### src/rtl/bpeg_pkg.sv
// Shared constants, codes and controller/datapath command and status types of the breakpoint envelope generator.
`default_nettype none
package bpeg_pkg;

    // Table size and derived index widths
    localparam int MAX_POINTS = 16;
    localparam int PT_IDX_W   = $clog2(MAX_POINTS);
    localparam int CNT_W      = $clog2(MAX_POINTS + 1);

    // Field widths
    localparam int FUNC_W   = 3;
    localparam int X_W      = 9;
    localparam int Y_W      = 7;
    localparam int LEVEL_W  = 16;
    localparam int PHASE_W  = 2;
    localparam int INC_W    = 16;
    localparam int POS_W    = 26;
    localparam int FRAC_W   = 16;
    localparam int PIX_W    = POS_W - FRAC_W;
    localparam int CFG_IDX_W = 2;
    localparam int CFG_DATA_W = 16;

    // Interpolation datapath widths
    localparam int PROD_W   = Y_W + PIX_W + 1;
    localparam int DEN_W    = 16;
    localparam int QUO_W    = 17;
    localparam int REM_W    = 33;
    localparam int DIV_STEPS = QUO_W;
    localparam int DIV_CNT_W = $clog2(DIV_STEPS);

    localparam logic [LEVEL_W-1:0] LEVEL_ONE = 16'h8000;
    localparam logic [DEN_W-1:0]   Y_SCALE   = 16'd100;
    localparam logic [X_W-1:0]     X_END     = 9'd500;

    // Register reset values
    localparam logic [INC_W-1:0] INC_RST = 16'd68;
    localparam logic [X_W-1:0]   SUS_RST = 9'd150;
    localparam logic [X_W-1:0]   REL_RST = 9'd500;

    // Envelope phases
    localparam logic [PHASE_W-1:0] PH_IDLE = 2'd0;
    localparam logic [PHASE_W-1:0] PH_RUN  = 2'd1;
    localparam logic [PHASE_W-1:0] PH_SUS  = 2'd2;
    localparam logic [PHASE_W-1:0] PH_REL  = 2'd3;

    // Item functions
    localparam logic [FUNC_W-1:0] FN_TICK = 3'd0;
    localparam logic [FUNC_W-1:0] FN_ON   = 3'd1;
    localparam logic [FUNC_W-1:0] FN_OFF  = 3'd2;
    localparam logic [FUNC_W-1:0] FN_ADD  = 3'd3;
    localparam logic [FUNC_W-1:0] FN_DEL  = 3'd4;

    // Register indexes
    localparam logic [CFG_IDX_W-1:0] CFG_INC = 2'd0;
    localparam logic [CFG_IDX_W-1:0] CFG_SUS = 2'd1;
    localparam logic [CFG_IDX_W-1:0] CFG_REL = 2'd2;

    // Controller to datapath commands
    typedef struct packed {
        logic accept;
        logic scan;
        logic mul;
        logic div;
        logic div_last;
        logic out_load;
    } cmd_t;

    // Datapath to controller status
    typedef struct packed {
        logic is_tick;
        logic need_interp;
        logic scan_hit;
        logic scan_end;
    } sts_t;

endpackage
`default_nettype wire

### src/rtl/breakpoint_envelope_generator_unit.sv
// Breakpoint envelope generator top level: controller plus datapath.
//
// Usage: items enter on the s_ channel (valid/ready). func selects tick, note
// on, note off, add breakpoint or delete breakpoint. Only a tick makes a
// result item on the m_ channel: the Q1.15 level and the phase after the tick.
// Other items change the table or the phase only. A tick that needs
// interpolation scans the table one breakpoint per cycle, blends in the MUL
// state and runs a 17-step restoring divider; a tick without interpolation
// goes straight to the result hand-off. One item is in work at a time. The
// result sits in an output register: a new item is accepted while a result
// waits, but a finished tick holds in the controller until the receiver
// takes the previous result. Configuration is written through cfg_we/
// cfg_index/cfg_data; the user must write it only while the block is idle,
// which the block does not enforce. Synchronous reset (aresetn low) restores
// the two-point table, idle phase, position 0 and the register defaults.
`default_nettype none
module breakpoint_envelope_generator_unit (
    input  wire                              aclk,
    input  wire                              aresetn,
    input  wire                              cfg_we,
    input  wire [bpeg_pkg::CFG_IDX_W-1:0]    cfg_index,
    input  wire [bpeg_pkg::CFG_DATA_W-1:0]   cfg_data,
    input  wire                              s_valid,
    output logic                             s_ready,
    input  wire [bpeg_pkg::FUNC_W-1:0]       s_func,
    input  wire [bpeg_pkg::X_W-1:0]          s_point_x,
    input  wire [bpeg_pkg::Y_W-1:0]          s_point_y,
    input  wire [bpeg_pkg::PT_IDX_W-1:0]     s_point_index,
    output logic                             m_valid,
    input  wire                              m_ready,
    output logic [bpeg_pkg::LEVEL_W-1:0]     m_level,
    output logic [bpeg_pkg::PHASE_W-1:0]     m_phase
);
    import bpeg_pkg::*;

    cmd_t cmd;
    sts_t sts;

    bpeg_ctrl u_ctrl (
        .aclk    (aclk),
        .aresetn (aresetn),
        .s_valid (s_valid),
        .s_ready (s_ready),
        .m_valid (m_valid),
        .m_ready (m_ready),
        .sts     (sts),
        .cmd     (cmd)
    );

    bpeg_dp u_dp (
        .aclk          (aclk),
        .aresetn       (aresetn),
        .cmd           (cmd),
        .sts           (sts),
        .cfg_we        (cfg_we),
        .cfg_index     (cfg_index),
        .cfg_data      (cfg_data),
        .s_func        (s_func),
        .s_point_x     (s_point_x),
        .s_point_y     (s_point_y),
        .s_point_index (s_point_index),
        .m_level       (m_level),
        .m_phase       (m_phase)
    );

endmodule
`default_nettype wire

### src/rtl/bpeg_dp.sv
// Datapath: breakpoint table, phase and position, segment scan, divider, result register.
`default_nettype none
module bpeg_dp (
    input  wire                              aclk,
    input  wire                              aresetn,
    input  wire bpeg_pkg::cmd_t              cmd,
    output bpeg_pkg::sts_t                   sts,
    input  wire                              cfg_we,
    input  wire [bpeg_pkg::CFG_IDX_W-1:0]    cfg_index,
    input  wire [bpeg_pkg::CFG_DATA_W-1:0]   cfg_data,
    input  wire [bpeg_pkg::FUNC_W-1:0]       s_func,
    input  wire [bpeg_pkg::X_W-1:0]          s_point_x,
    input  wire [bpeg_pkg::Y_W-1:0]          s_point_y,
    input  wire [bpeg_pkg::PT_IDX_W-1:0]     s_point_index,
    output logic [bpeg_pkg::LEVEL_W-1:0]     m_level,
    output logic [bpeg_pkg::PHASE_W-1:0]     m_phase
);
    import bpeg_pkg::*;

    logic [INC_W-1:0]   inc_reg;
    logic [X_W-1:0]     sus_reg;
    logic [X_W-1:0]     rel_reg;
    logic [X_W-1:0]     bp_x_reg [MAX_POINTS];
    logic [Y_W-1:0]     bp_y_reg [MAX_POINTS];
    logic [X_W-1:0]     bp_x_next [MAX_POINTS];
    logic [Y_W-1:0]     bp_y_next [MAX_POINTS];
    logic [CNT_W-1:0]   cnt_reg;
    logic [CNT_W-1:0]   cnt_next;
    logic [PHASE_W-1:0] phase_reg;
    logic [POS_W-1:0]   pos_reg;
    logic [LEVEL_W-1:0] held_reg;
    logic [PIX_W-1:0]   xq_reg;
    logic [CNT_W-1:0]   idx_reg;
    logic [X_W-1:0]     x0_reg;
    logic [Y_W-1:0]     y0_reg;
    logic [X_W-1:0]     x1_reg;
    logic [Y_W-1:0]     y1_reg;
    logic [REM_W-1:0]   rem_reg;
    logic [REM_W-1:0]   dsh_reg;
    logic [QUO_W-1:0]   quo_reg;
    logic [LEVEL_W-1:0] m_level_reg;
    logic [PHASE_W-1:0] m_phase_reg;

    logic [MAX_POINTS-1:0] gt;
    logic [MAX_POINTS-1:0] prev_gt;
    logic                  any_gt;
    logic [POS_W:0]        adv_sum;
    logic [POS_W-1:0]      adv;
    logic [PIX_W-1:0]      adv_pix;
    logic [PIX_W-1:0]      pos_pix;
    logic [X_W-1:0]        scan_x;
    logic [Y_W-1:0]        scan_y;
    logic                  del_ok;
    logic [CNT_W-1:0]      del_idx;
    logic [PIX_W-1:0]      d_hi;
    logic [PIX_W-1:0]      d_lo;
    logic [PROD_W-1:0]     mix;
    logic [DEN_W-1:0]      den;
    logic                  on_knot;
    logic [REM_W-1:0]      quo_rem;
    logic [QUO_W-1:0]      quo_step;
    logic                  rem_ge;

    // Saturating position advance
    assign adv_sum = {1'b0, pos_reg} + (POS_W+1)'(inc_reg);
    assign adv     = adv_sum[POS_W] ? {POS_W{1'b1}} : adv_sum[POS_W-1:0];
    assign adv_pix = adv[POS_W-1:FRAC_W];
    assign pos_pix = pos_reg[POS_W-1:FRAC_W];

    // Scan read of the current table entry
    assign scan_x = bp_x_reg[idx_reg[PT_IDX_W-1:0]];
    assign scan_y = bp_y_reg[idx_reg[PT_IDX_W-1:0]];

    // Status toward the controller
    always_comb begin
        sts.is_tick     = (s_func == FN_TICK);
        sts.need_interp = 1'b0;
        unique case (phase_reg)
            PH_RUN:  sts.need_interp = (adv_pix < PIX_W'(sus_reg));
            PH_SUS:  sts.need_interp = 1'b1;
            PH_REL:  sts.need_interp = (adv_pix < PIX_W'(rel_reg));
            default: sts.need_interp = 1'b0;
        endcase
        sts.scan_end = (idx_reg >= cnt_reg);
        sts.scan_hit = (xq_reg <= PIX_W'(scan_x));
    end

    // Insert and delete, computed over the whole table
    always_comb begin
        for (int k = 0; k < MAX_POINTS; k++) begin
            gt[k] = (CNT_W'(k) < cnt_reg) && (bp_x_reg[k] > s_point_x);
        end
        prev_gt[0] = 1'b0;
        for (int k = 1; k < MAX_POINTS; k++) begin
            prev_gt[k] = gt[k-1];
        end
        any_gt  = |gt;
        del_idx = CNT_W'(s_point_index);
        del_ok  = (del_idx != '0) && (del_idx < cnt_reg - CNT_W'(1));

        cnt_next = cnt_reg;
        for (int k = 0; k < MAX_POINTS; k++) begin
            bp_x_next[k] = bp_x_reg[k];
            bp_y_next[k] = bp_y_reg[k];
        end
        if (s_func == FN_ADD && cnt_reg < CNT_W'(MAX_POINTS) && any_gt) begin
            cnt_next = cnt_reg + CNT_W'(1);
            for (int k = 0; k < MAX_POINTS; k++) begin
                if (gt[k] && !prev_gt[k]) begin
                    bp_x_next[k] = s_point_x;
                    bp_y_next[k] = s_point_y;
                end else if (prev_gt[k]) begin
                    bp_x_next[k] = bp_x_reg[(k + MAX_POINTS - 1) % MAX_POINTS];
                    bp_y_next[k] = bp_y_reg[(k + MAX_POINTS - 1) % MAX_POINTS];
                end
            end
        end else if (s_func == FN_DEL && del_ok) begin
            cnt_next = cnt_reg - CNT_W'(1);
            for (int k = 0; k < MAX_POINTS; k++) begin
                if (CNT_W'(k) == cnt_reg - CNT_W'(1)) begin
                    bp_x_next[k] = '0;
                    bp_y_next[k] = '0;
                end else if (CNT_W'(k) >= del_idx && CNT_W'(k) < cnt_reg - CNT_W'(1)) begin
                    bp_x_next[k] = bp_x_reg[(k + 1) % MAX_POINTS];
                    bp_y_next[k] = bp_y_reg[(k + 1) % MAX_POINTS];
                end
            end
        end
    end

    // Segment blend and denominator
    always_comb begin
        on_knot = (xq_reg == PIX_W'(x1_reg));
        d_hi    = PIX_W'(x1_reg) - xq_reg;
        d_lo    = xq_reg - PIX_W'(x0_reg);
        if (on_knot) begin
            mix = PROD_W'(y1_reg);
            den = Y_SCALE;
        end else begin
            mix = PROD_W'(y0_reg * d_hi) + PROD_W'(y1_reg * d_lo);
            den = DEN_W'(Y_SCALE * DEN_W'(x1_reg - x0_reg));
        end
    end

    // One restoring division step
    always_comb begin
        rem_ge   = (rem_reg >= dsh_reg);
        quo_rem  = rem_ge ? rem_reg - dsh_reg : rem_reg;
        quo_step = {quo_reg[QUO_W-2:0], rem_ge};
    end

    // Configuration registers
    always_ff @(posedge aclk) begin
        if (!aresetn) begin
            inc_reg <= INC_RST;
            sus_reg <= SUS_RST;
            rel_reg <= REL_RST;
        end else if (cfg_we) begin
            case (cfg_index)
                CFG_INC: inc_reg <= cfg_data[INC_W-1:0];
                CFG_SUS: sus_reg <= cfg_data[X_W-1:0];
                CFG_REL: rel_reg <= cfg_data[X_W-1:0];
                default: ;
            endcase
        end
    end

    // Table, phase, position and level
    always_ff @(posedge aclk) begin
        if (!aresetn) begin
            for (int k = 0; k < MAX_POINTS; k++) begin
                bp_x_reg[k] <= (k == 1) ? X_END : '0;
                bp_y_reg[k] <= '0;
            end
            cnt_reg   <= CNT_W'(2);
            phase_reg <= PH_IDLE;
            pos_reg   <= '0;
            held_reg  <= '0;
        end else begin
            if (cmd.accept) begin
                bp_x_reg <= bp_x_next;
                bp_y_reg <= bp_y_next;
                cnt_reg  <= cnt_next;
                unique case (s_func)
                    FN_TICK: begin
                        unique case (phase_reg)
                            PH_RUN: begin
                                pos_reg <= adv;
                                if (adv_pix >= PIX_W'(sus_reg)) begin
                                    phase_reg <= PH_SUS;
                                end
                            end
                            PH_REL: begin
                                if (adv_pix >= PIX_W'(rel_reg)) begin
                                    phase_reg <= PH_IDLE;
                                    pos_reg   <= '0;
                                    held_reg  <= '0;
                                end else begin
                                    pos_reg <= adv;
                                end
                            end
                            default: ;
                        endcase
                    end
                    FN_ON: begin
                        phase_reg <= (pos_pix < PIX_W'(sus_reg)) ? PH_RUN : PH_SUS;
                    end
                    FN_OFF: begin
                        if (phase_reg != PH_IDLE) begin
                            phase_reg <= PH_REL;
                        end
                    end
                    default: ;
                endcase
            end
            if (cmd.scan && sts.scan_end) begin
                held_reg <= '0;
            end
            if (cmd.div_last) begin
                held_reg <= (quo_step > QUO_W'(LEVEL_ONE)) ? LEVEL_ONE : quo_step[LEVEL_W-1:0];
            end
        end
    end

    // Scan, multiply and divide registers
    always_ff @(posedge aclk) begin
        if (cmd.accept) begin
            xq_reg  <= (phase_reg == PH_SUS) ? PIX_W'(sus_reg) : adv_pix;
            idx_reg <= CNT_W'(1);
            x0_reg  <= bp_x_reg[0];
            y0_reg  <= bp_y_reg[0];
        end
        if (cmd.scan) begin
            x1_reg <= scan_x;
            y1_reg <= scan_y;
            if (!sts.scan_hit) begin
                x0_reg  <= scan_x;
                y0_reg  <= scan_y;
                idx_reg <= idx_reg + CNT_W'(1);
            end
        end
        if (cmd.mul) begin
            rem_reg <= (REM_W'(mix) << (LEVEL_W - 1)) + REM_W'(den >> 1);
            dsh_reg <= REM_W'(den) << (QUO_W - 1);
            quo_reg <= '0;
        end
        if (cmd.div) begin
            rem_reg <= quo_rem;
            dsh_reg <= dsh_reg >> 1;
            quo_reg <= quo_step;
        end
    end

    // Result register
    always_ff @(posedge aclk) begin
        if (cmd.out_load) begin
            m_level_reg <= held_reg;
            m_phase_reg <= phase_reg;
        end
    end

    assign m_level = m_level_reg;
    assign m_phase = m_phase_reg;

endmodule
`default_nettype wire

### src/rtl/bpeg_ctrl.sv
// Controller: sequences accept, segment scan, blend, division and result hand-off.
`default_nettype none
module bpeg_ctrl (
    input  wire                 aclk,
    input  wire                 aresetn,
    input  wire                 s_valid,
    output logic                s_ready,
    output logic                m_valid,
    input  wire                 m_ready,
    input  wire bpeg_pkg::sts_t sts,
    output bpeg_pkg::cmd_t      cmd
);
    import bpeg_pkg::*;

    localparam logic [2:0] ST_IDLE = 3'd0;
    localparam logic [2:0] ST_SCAN = 3'd1;
    localparam logic [2:0] ST_MUL  = 3'd2;
    localparam logic [2:0] ST_DIV  = 3'd3;
    localparam logic [2:0] ST_OUT  = 3'd4;

    logic [2:0]           state_reg;
    logic [2:0]           state_next;
    logic [DIV_CNT_W-1:0] div_cnt_reg;
    logic [DIV_CNT_W-1:0] div_cnt_next;
    logic                 m_valid_reg;
    logic                 m_valid_next;
    logic                 out_free;

    assign out_free = !m_valid_reg || m_ready;

    // Next state and commands
    always_comb begin
        state_next   = state_reg;
        div_cnt_next = div_cnt_reg;
        cmd          = '0;
        s_ready      = 1'b0;
        unique case (state_reg)
            ST_IDLE: begin
                s_ready = 1'b1;
                if (s_valid) begin
                    cmd.accept = 1'b1;
                    if (sts.is_tick) begin
                        state_next = sts.need_interp ? ST_SCAN : ST_OUT;
                    end
                end
            end
            ST_SCAN: begin
                cmd.scan = 1'b1;
                if (sts.scan_end) begin
                    state_next = ST_OUT;
                end else if (sts.scan_hit) begin
                    state_next = ST_MUL;
                end
            end
            ST_MUL: begin
                cmd.mul      = 1'b1;
                div_cnt_next = '0;
                state_next   = ST_DIV;
            end
            ST_DIV: begin
                cmd.div      = 1'b1;
                div_cnt_next = div_cnt_reg + DIV_CNT_W'(1);
                if (div_cnt_reg == DIV_CNT_W'(DIV_STEPS - 1)) begin
                    cmd.div_last = 1'b1;
                    state_next   = ST_OUT;
                end
            end
            ST_OUT: begin
                if (out_free) begin
                    cmd.out_load = 1'b1;
                    state_next   = ST_IDLE;
                end
            end
            default: state_next = ST_IDLE;
        endcase
        m_valid_next = cmd.out_load ? 1'b1 : (m_valid_reg && !m_ready);
    end

    // Hold state and output valid
    always_ff @(posedge aclk) begin
        if (!aresetn) begin
            state_reg   <= ST_IDLE;
            div_cnt_reg <= '0;
            m_valid_reg <= 1'b0;
        end else begin
            state_reg   <= state_next;
            div_cnt_reg <= div_cnt_next;
            m_valid_reg <= m_valid_next;
        end
    end

    assign m_valid = m_valid_reg;

endmodule
`default_nettype wire

### config.mk
export PLATFORM = sky130hd
export DESIGN_NAME = breakpoint_envelope_generator_unit
export DESIGN_NICKNAME = d
export VERILOG_FILES = /design/src/rtl/bpeg_pkg.sv /design/src/rtl/breakpoint_envelope_generator_unit.sv /design/src/rtl/bpeg_dp.sv /design/src/rtl/bpeg_ctrl.sv
export SDC_FILE = /design/constraint.sdc
export NUM_CORES = 2
export LEC_CHECK = 0
export ABC_AREA = 1
export BUFFER_PORTS_ARGS = -buffer_cell sky130_fd_sc_hd__buf_2
export CAP_MARGIN = 0
export CORE_ASPECT_RATIO = 2
export CORE_UTILIZATION = 41
export DETAILED_ROUTE_END_ITERATION = 8
export SLEW_MARGIN = 20
export SYNTH_ARGS = -nofsm -noshare
export SYNTH_HDL_FRONTEND = slang
export SYNTH_HIERARCHICAL = 1
export SYNTH_SLANG_ARGS = --single-unit
### constraint.sdc
create_clock -name aclk -period 15.4 [get_ports aclk]
set_clock_uncertainty 0.2 [all_clocks]
set_input_delay 2.31 -clock aclk [delete_from_list [all_inputs] [get_ports aclk]]
set_output_delay 2.31 -clock aclk [all_outputs]
set_load 0.01 [all_outputs]
==> flow_results.org <==
** Outcome
- The run finished with clean final reports.

** Clock tree
- In this run, CTS created clock tree buffers numbering 53.
- Clock-pin slew on the worst setup and hold paths :: 70 ps
- Number of hold buffers added after CTS :: 0
- Post-CTS setup buffer count :: 0
- The longest clock path from root to sink contains 3 buffers.
- Counting every sink on the clock net gives 494.
- TritonCTS built the clock tree.
- Clock tree root buffer cell :: sky130_fd_sc_hd__clkbuf_16
- CTS resizes :: 0
- CTS built an H-tree with a depth of 2.
- For the worst-skew pair, the clock arrives at the later sink with an insertion delay of 690 ps.

** Synth
- Of the total synthesized cell area, the portion taken by full adders, half adders and majority gates is 0.162.
- After synthesis the netlist holds a flip-flop and latch count of 494.
- Of the total synthesized cell area, the portion taken by XOR and XNOR cells is 0.0117.
- The most used flip-flop cell after synthesis is sky130_fd_sc_hd__dfxtp_1.
- Counting flops with an async set or reset pin after synthesis yields a share of 0.
- By area, the combinational part of the netlist is dominated by simple AND/OR/NAND/NOR gates.
- Yosys top cell area share :: 0.174
- Top area cells in the synthesized netlist :: sky130_fd_sc_hd__dfxtp_1 (17%), sky130_fd_sc_hd__nand2_1 (16%), sky130_fd_sc_hd__ha_1 (11%), sky130_fd_sc_hd__edfxtp_1 (8.8%), sky130_fd_sc_hd__nor2_1 (8.0%)
- Of the total synthesized cell area, the portion taken by AND, OR, NAND and NOR gates is 0.318.
- A synthesized cell averages 6.47 um2.
- Measured against the total synthesized area, the mux share comes to 0.000471.
- Library cell occupying the most area in the post-synthesis netlist :: sky130_fd_sc_hd__dfxtp_1
- For this run, the register share of the synthesized area comes to 0.262.
- Synthesis instantiated 58 different standard cells from the library.
- Post-synthesis cell count :: 6568
- The cell area that synthesis handed to floorplanning was 42500 um2.
- Complex-gate fraction of the synthesized area :: 0.140
- Yosys printed 6 warnings.
- Counting every net in the synthesized netlist gives 7093.
- Number of synthesized flops with an enable pin :: 125

** Worst setup path
- In this design, the stage delay of the slowest critical-path cell is 600 ps.
- Among all stages on the critical path, the largest delay is contributed by sky130_fd_sc_hd__xor2_1.
- Worst setup SP type :: flip-flop
- The critical path starts at u_dp/xq_reg[2].
- The kind of cell with the highest combined delay along the critical path is adder cells.
- Required time of the worst setup path :: 15590 ps
- Nature of the critical path endpoint :: flip-flop
- Along the worst path, the maximum fanout reaches 7.
- Register-to-Register Setup Slack :: 7200 ps
- The setup path with the least slack is of type reg -> reg.
- Dominant cell type by count on the critical path :: sky130_fd_sc_hd__nand2_1
- Startpoint of the worst-slack reg-to-reg timing path :: u_dp/xq_reg[2]
- Counting buffers and inverters, the worst setup path is 35 cells deep.
- Data arrival time at the worst-slack endpoint :: 8390 ps
- FF-to-FF End :: u_dp/rem_reg[31]
- In this run the worst setup path terminates at u_dp/rem_reg[31].
- Logic depth of the worst register-to-register path :: 35
- Buf+Inv Stages, Crit Path :: 4

** Run
- Reported max-cap violation count :: 0

** Place
- Summing all placed instances gives a cell area of 43600 um2.
- Summed over all nets, the half-perimeter wirelength after detailed placement is 121000 um.
- At the end of routability-driven placement, the weighted congestion stood at 1.02.
- Buffers placed on the I/O ports in this run total 65.

** GRT
- Entering global routing, the biggest net connects 223 pins.
- Antenna violations before repair :: 8
- The number of global-route vias before repair came to 42119.
- In the global route stage, overall resource usage came out at 0.316.
- The total overflow left after global routing is 0.
- The first global-routing pass estimated 252000 um of wire.

** Drt
- In the final routed layout, each cell accounts on average for 21.4 um.
- Total number of vias :: 43289
- Number of remaining DRC errors :: 0
- Using the TritonRoute via totals, the vias-per-cell ratio works out to 5.52.
- Number of DRC markers after the initial detailed-route iteration :: 3204
- The count of nets left with antenna violations once routing finished came out at 0.
- Count of TritonRoute iterations in the first routing pass :: 6
- The routed design has 168000 um of wire.

** Timing
- Number of setup violations in the final report :: 0
- In this run the tightest slew margin relative to its limit is 0.164.
- Max Clk Rate :: 0.122 GHz
- At the pin with the least slew margin, the transition time is 1240 ps.
- Setup repair after global routing left no endpoint under its margin.
- Sum of negative setup slack :: 0 ps
- Slew Limit Fails :: 0
- Period utilisation layout :: 0.532
- Clock period minus worst slack :: 8200 ps
- Total count of hold-check failures in the final report :: 0

** Layout
- Summing all flip-flop and latch instances after layout gives 11100 um2.
- Compared with the post-synthesis result, the final layout area differs by 6.90%.
- The register with the most flip-flops in the layout has 144 of them.
- Multi-input gate area :: 27000 um2
- With fillers left out, the area of the finished cells amounts to 45400 um2.
- Fill cells in the final layout number 11008.
- The top cell types in the final layout, fill and taps aside, are sky130_fd_sc_hd__nand2_1 (1851), sky130_fd_sc_hd__nor2_1 (900), sky130_fd_sc_hd__inv_1 (657).
- Final Net Count :: 6968
- Share of final-layout standard cells stronger than drive strength 1 :: 0.0624
- Most common library cell in the layout ignoring fill and taps :: sky130_fd_sc_hd__nand2_1

** Floorplan
- Floorplan row count :: 166
- Core area :: 103000 um2
- Die extent in x :: 230 um
- 66 I/O pins were placed.
- Chip height :: 457 um
- Die area :: 105000 um2
- The initial utilization of the core area, before any placement, comes to 0.414.

** Hold path
- Hold Crit Class :: reg -> reg
-- synth_stat cells, drive strengths merged, types with 37 or more instances --
library cell and count:
nand2 1862, nor2 930, inv 782, nand4 37, nand3 427, o21ai 621, a21oi 281, edfxtp 125
dfxtp 369, o22ai 37, ha 360, fa 119, clkbuf 198, buf 114, o211ai 51
-- kinds of logic (layout without fill, tap and decap cells) --
family	Yosys count	after routing
DFF	494	494
xor gates and xnor gates	57	57
other	0	6
adders and majority gates	479	479
buffers and inverters	1108	1027
and+or+nand+nor	3333	3333
AOI/OAI and AO/OA	1095	1095
muxes	2	2
-- worst reg2reg max path: cells and delay by family, from the launching register on --
family | cells | cell delay (ps)
compound gates | 8 | 1130
flops | 1 | 490
xor+xnor | 2 | 730
buf+inv | 4 | 250
fa+ha+maj | 8 | 3720
simple gates | 13 | 1410
-- metal layers --
| layer | global-route usage | up-vias | part of all wire |
|---|---|---|---|
| met5 | 0 | - | 0.00031 |
| met3 | 0.0492 | 715 | 0.054 |
| met1 | 0.298 | 20089 | 0.33 |
| li1 | - | 20846 | - |
| met4 | 0.296 | 8 | 0.11 |
| met2 | 0.577 | 1631 | 0.50 |
-- worst min path at each step --
stage / startpoint / end / slack (ps) / cells past startpoint
6_report: u_dp/held_reg[4] / u_dp/m_level[4] / 230 / 0
5_1_grt: u_dp/held_reg[4] / u_dp/m_level[4] / 230 / 0
4_1_cts: u_dp/held_reg[4] / u_dp/m_level[4] / 230 / 0
3_5_place_dp: u_dp/held_reg[4] / u_dp/m_level[4] / 220 / 0
3_3_place_gp: u_dp/held_reg[13] / u_dp/m_level[13] / 210 / 0
2_1_floorplan: u_dp/held_reg[0] / u_dp/m_level[0] / 210 / 0
-- area by class of cell --
| type | instances | area share |
|---|---|---|
| Multi-Input combinational cell | 4966 | 0.594 |
| Sequential cell | 494 | 0.245 |
| Inverter | 796 | 0.0659 |
| Tap cell | 1344 | 0.0370 |
| Clock buffer | 80 | 0.0343 |
| Timing Repair Buffer | 132 | 0.0194 |
| Clock inverter | 19 | 0.00408 |
| Antenna cell | 6 | 0.000330 |
-- per-stage QoR --
stage | cells | util | hold WS [ps] | worst slack, ps
floorplan | 6568 | - | 209 | 8300
global placement | 7730 | 0.425 | 213 | 7290
detailed placement | 7730 | 0.425 | 218 | 7170
CTS | 7829 | 0.442 | 232 | 7140
global route | 7832 | 0.443 | 234 | 6610
finish | 7837 | 0.443 | 229 | 7200
Power is not shown: default switching activity piles up to over one toggle a cycle in this logic, so the estimate is an artifact.
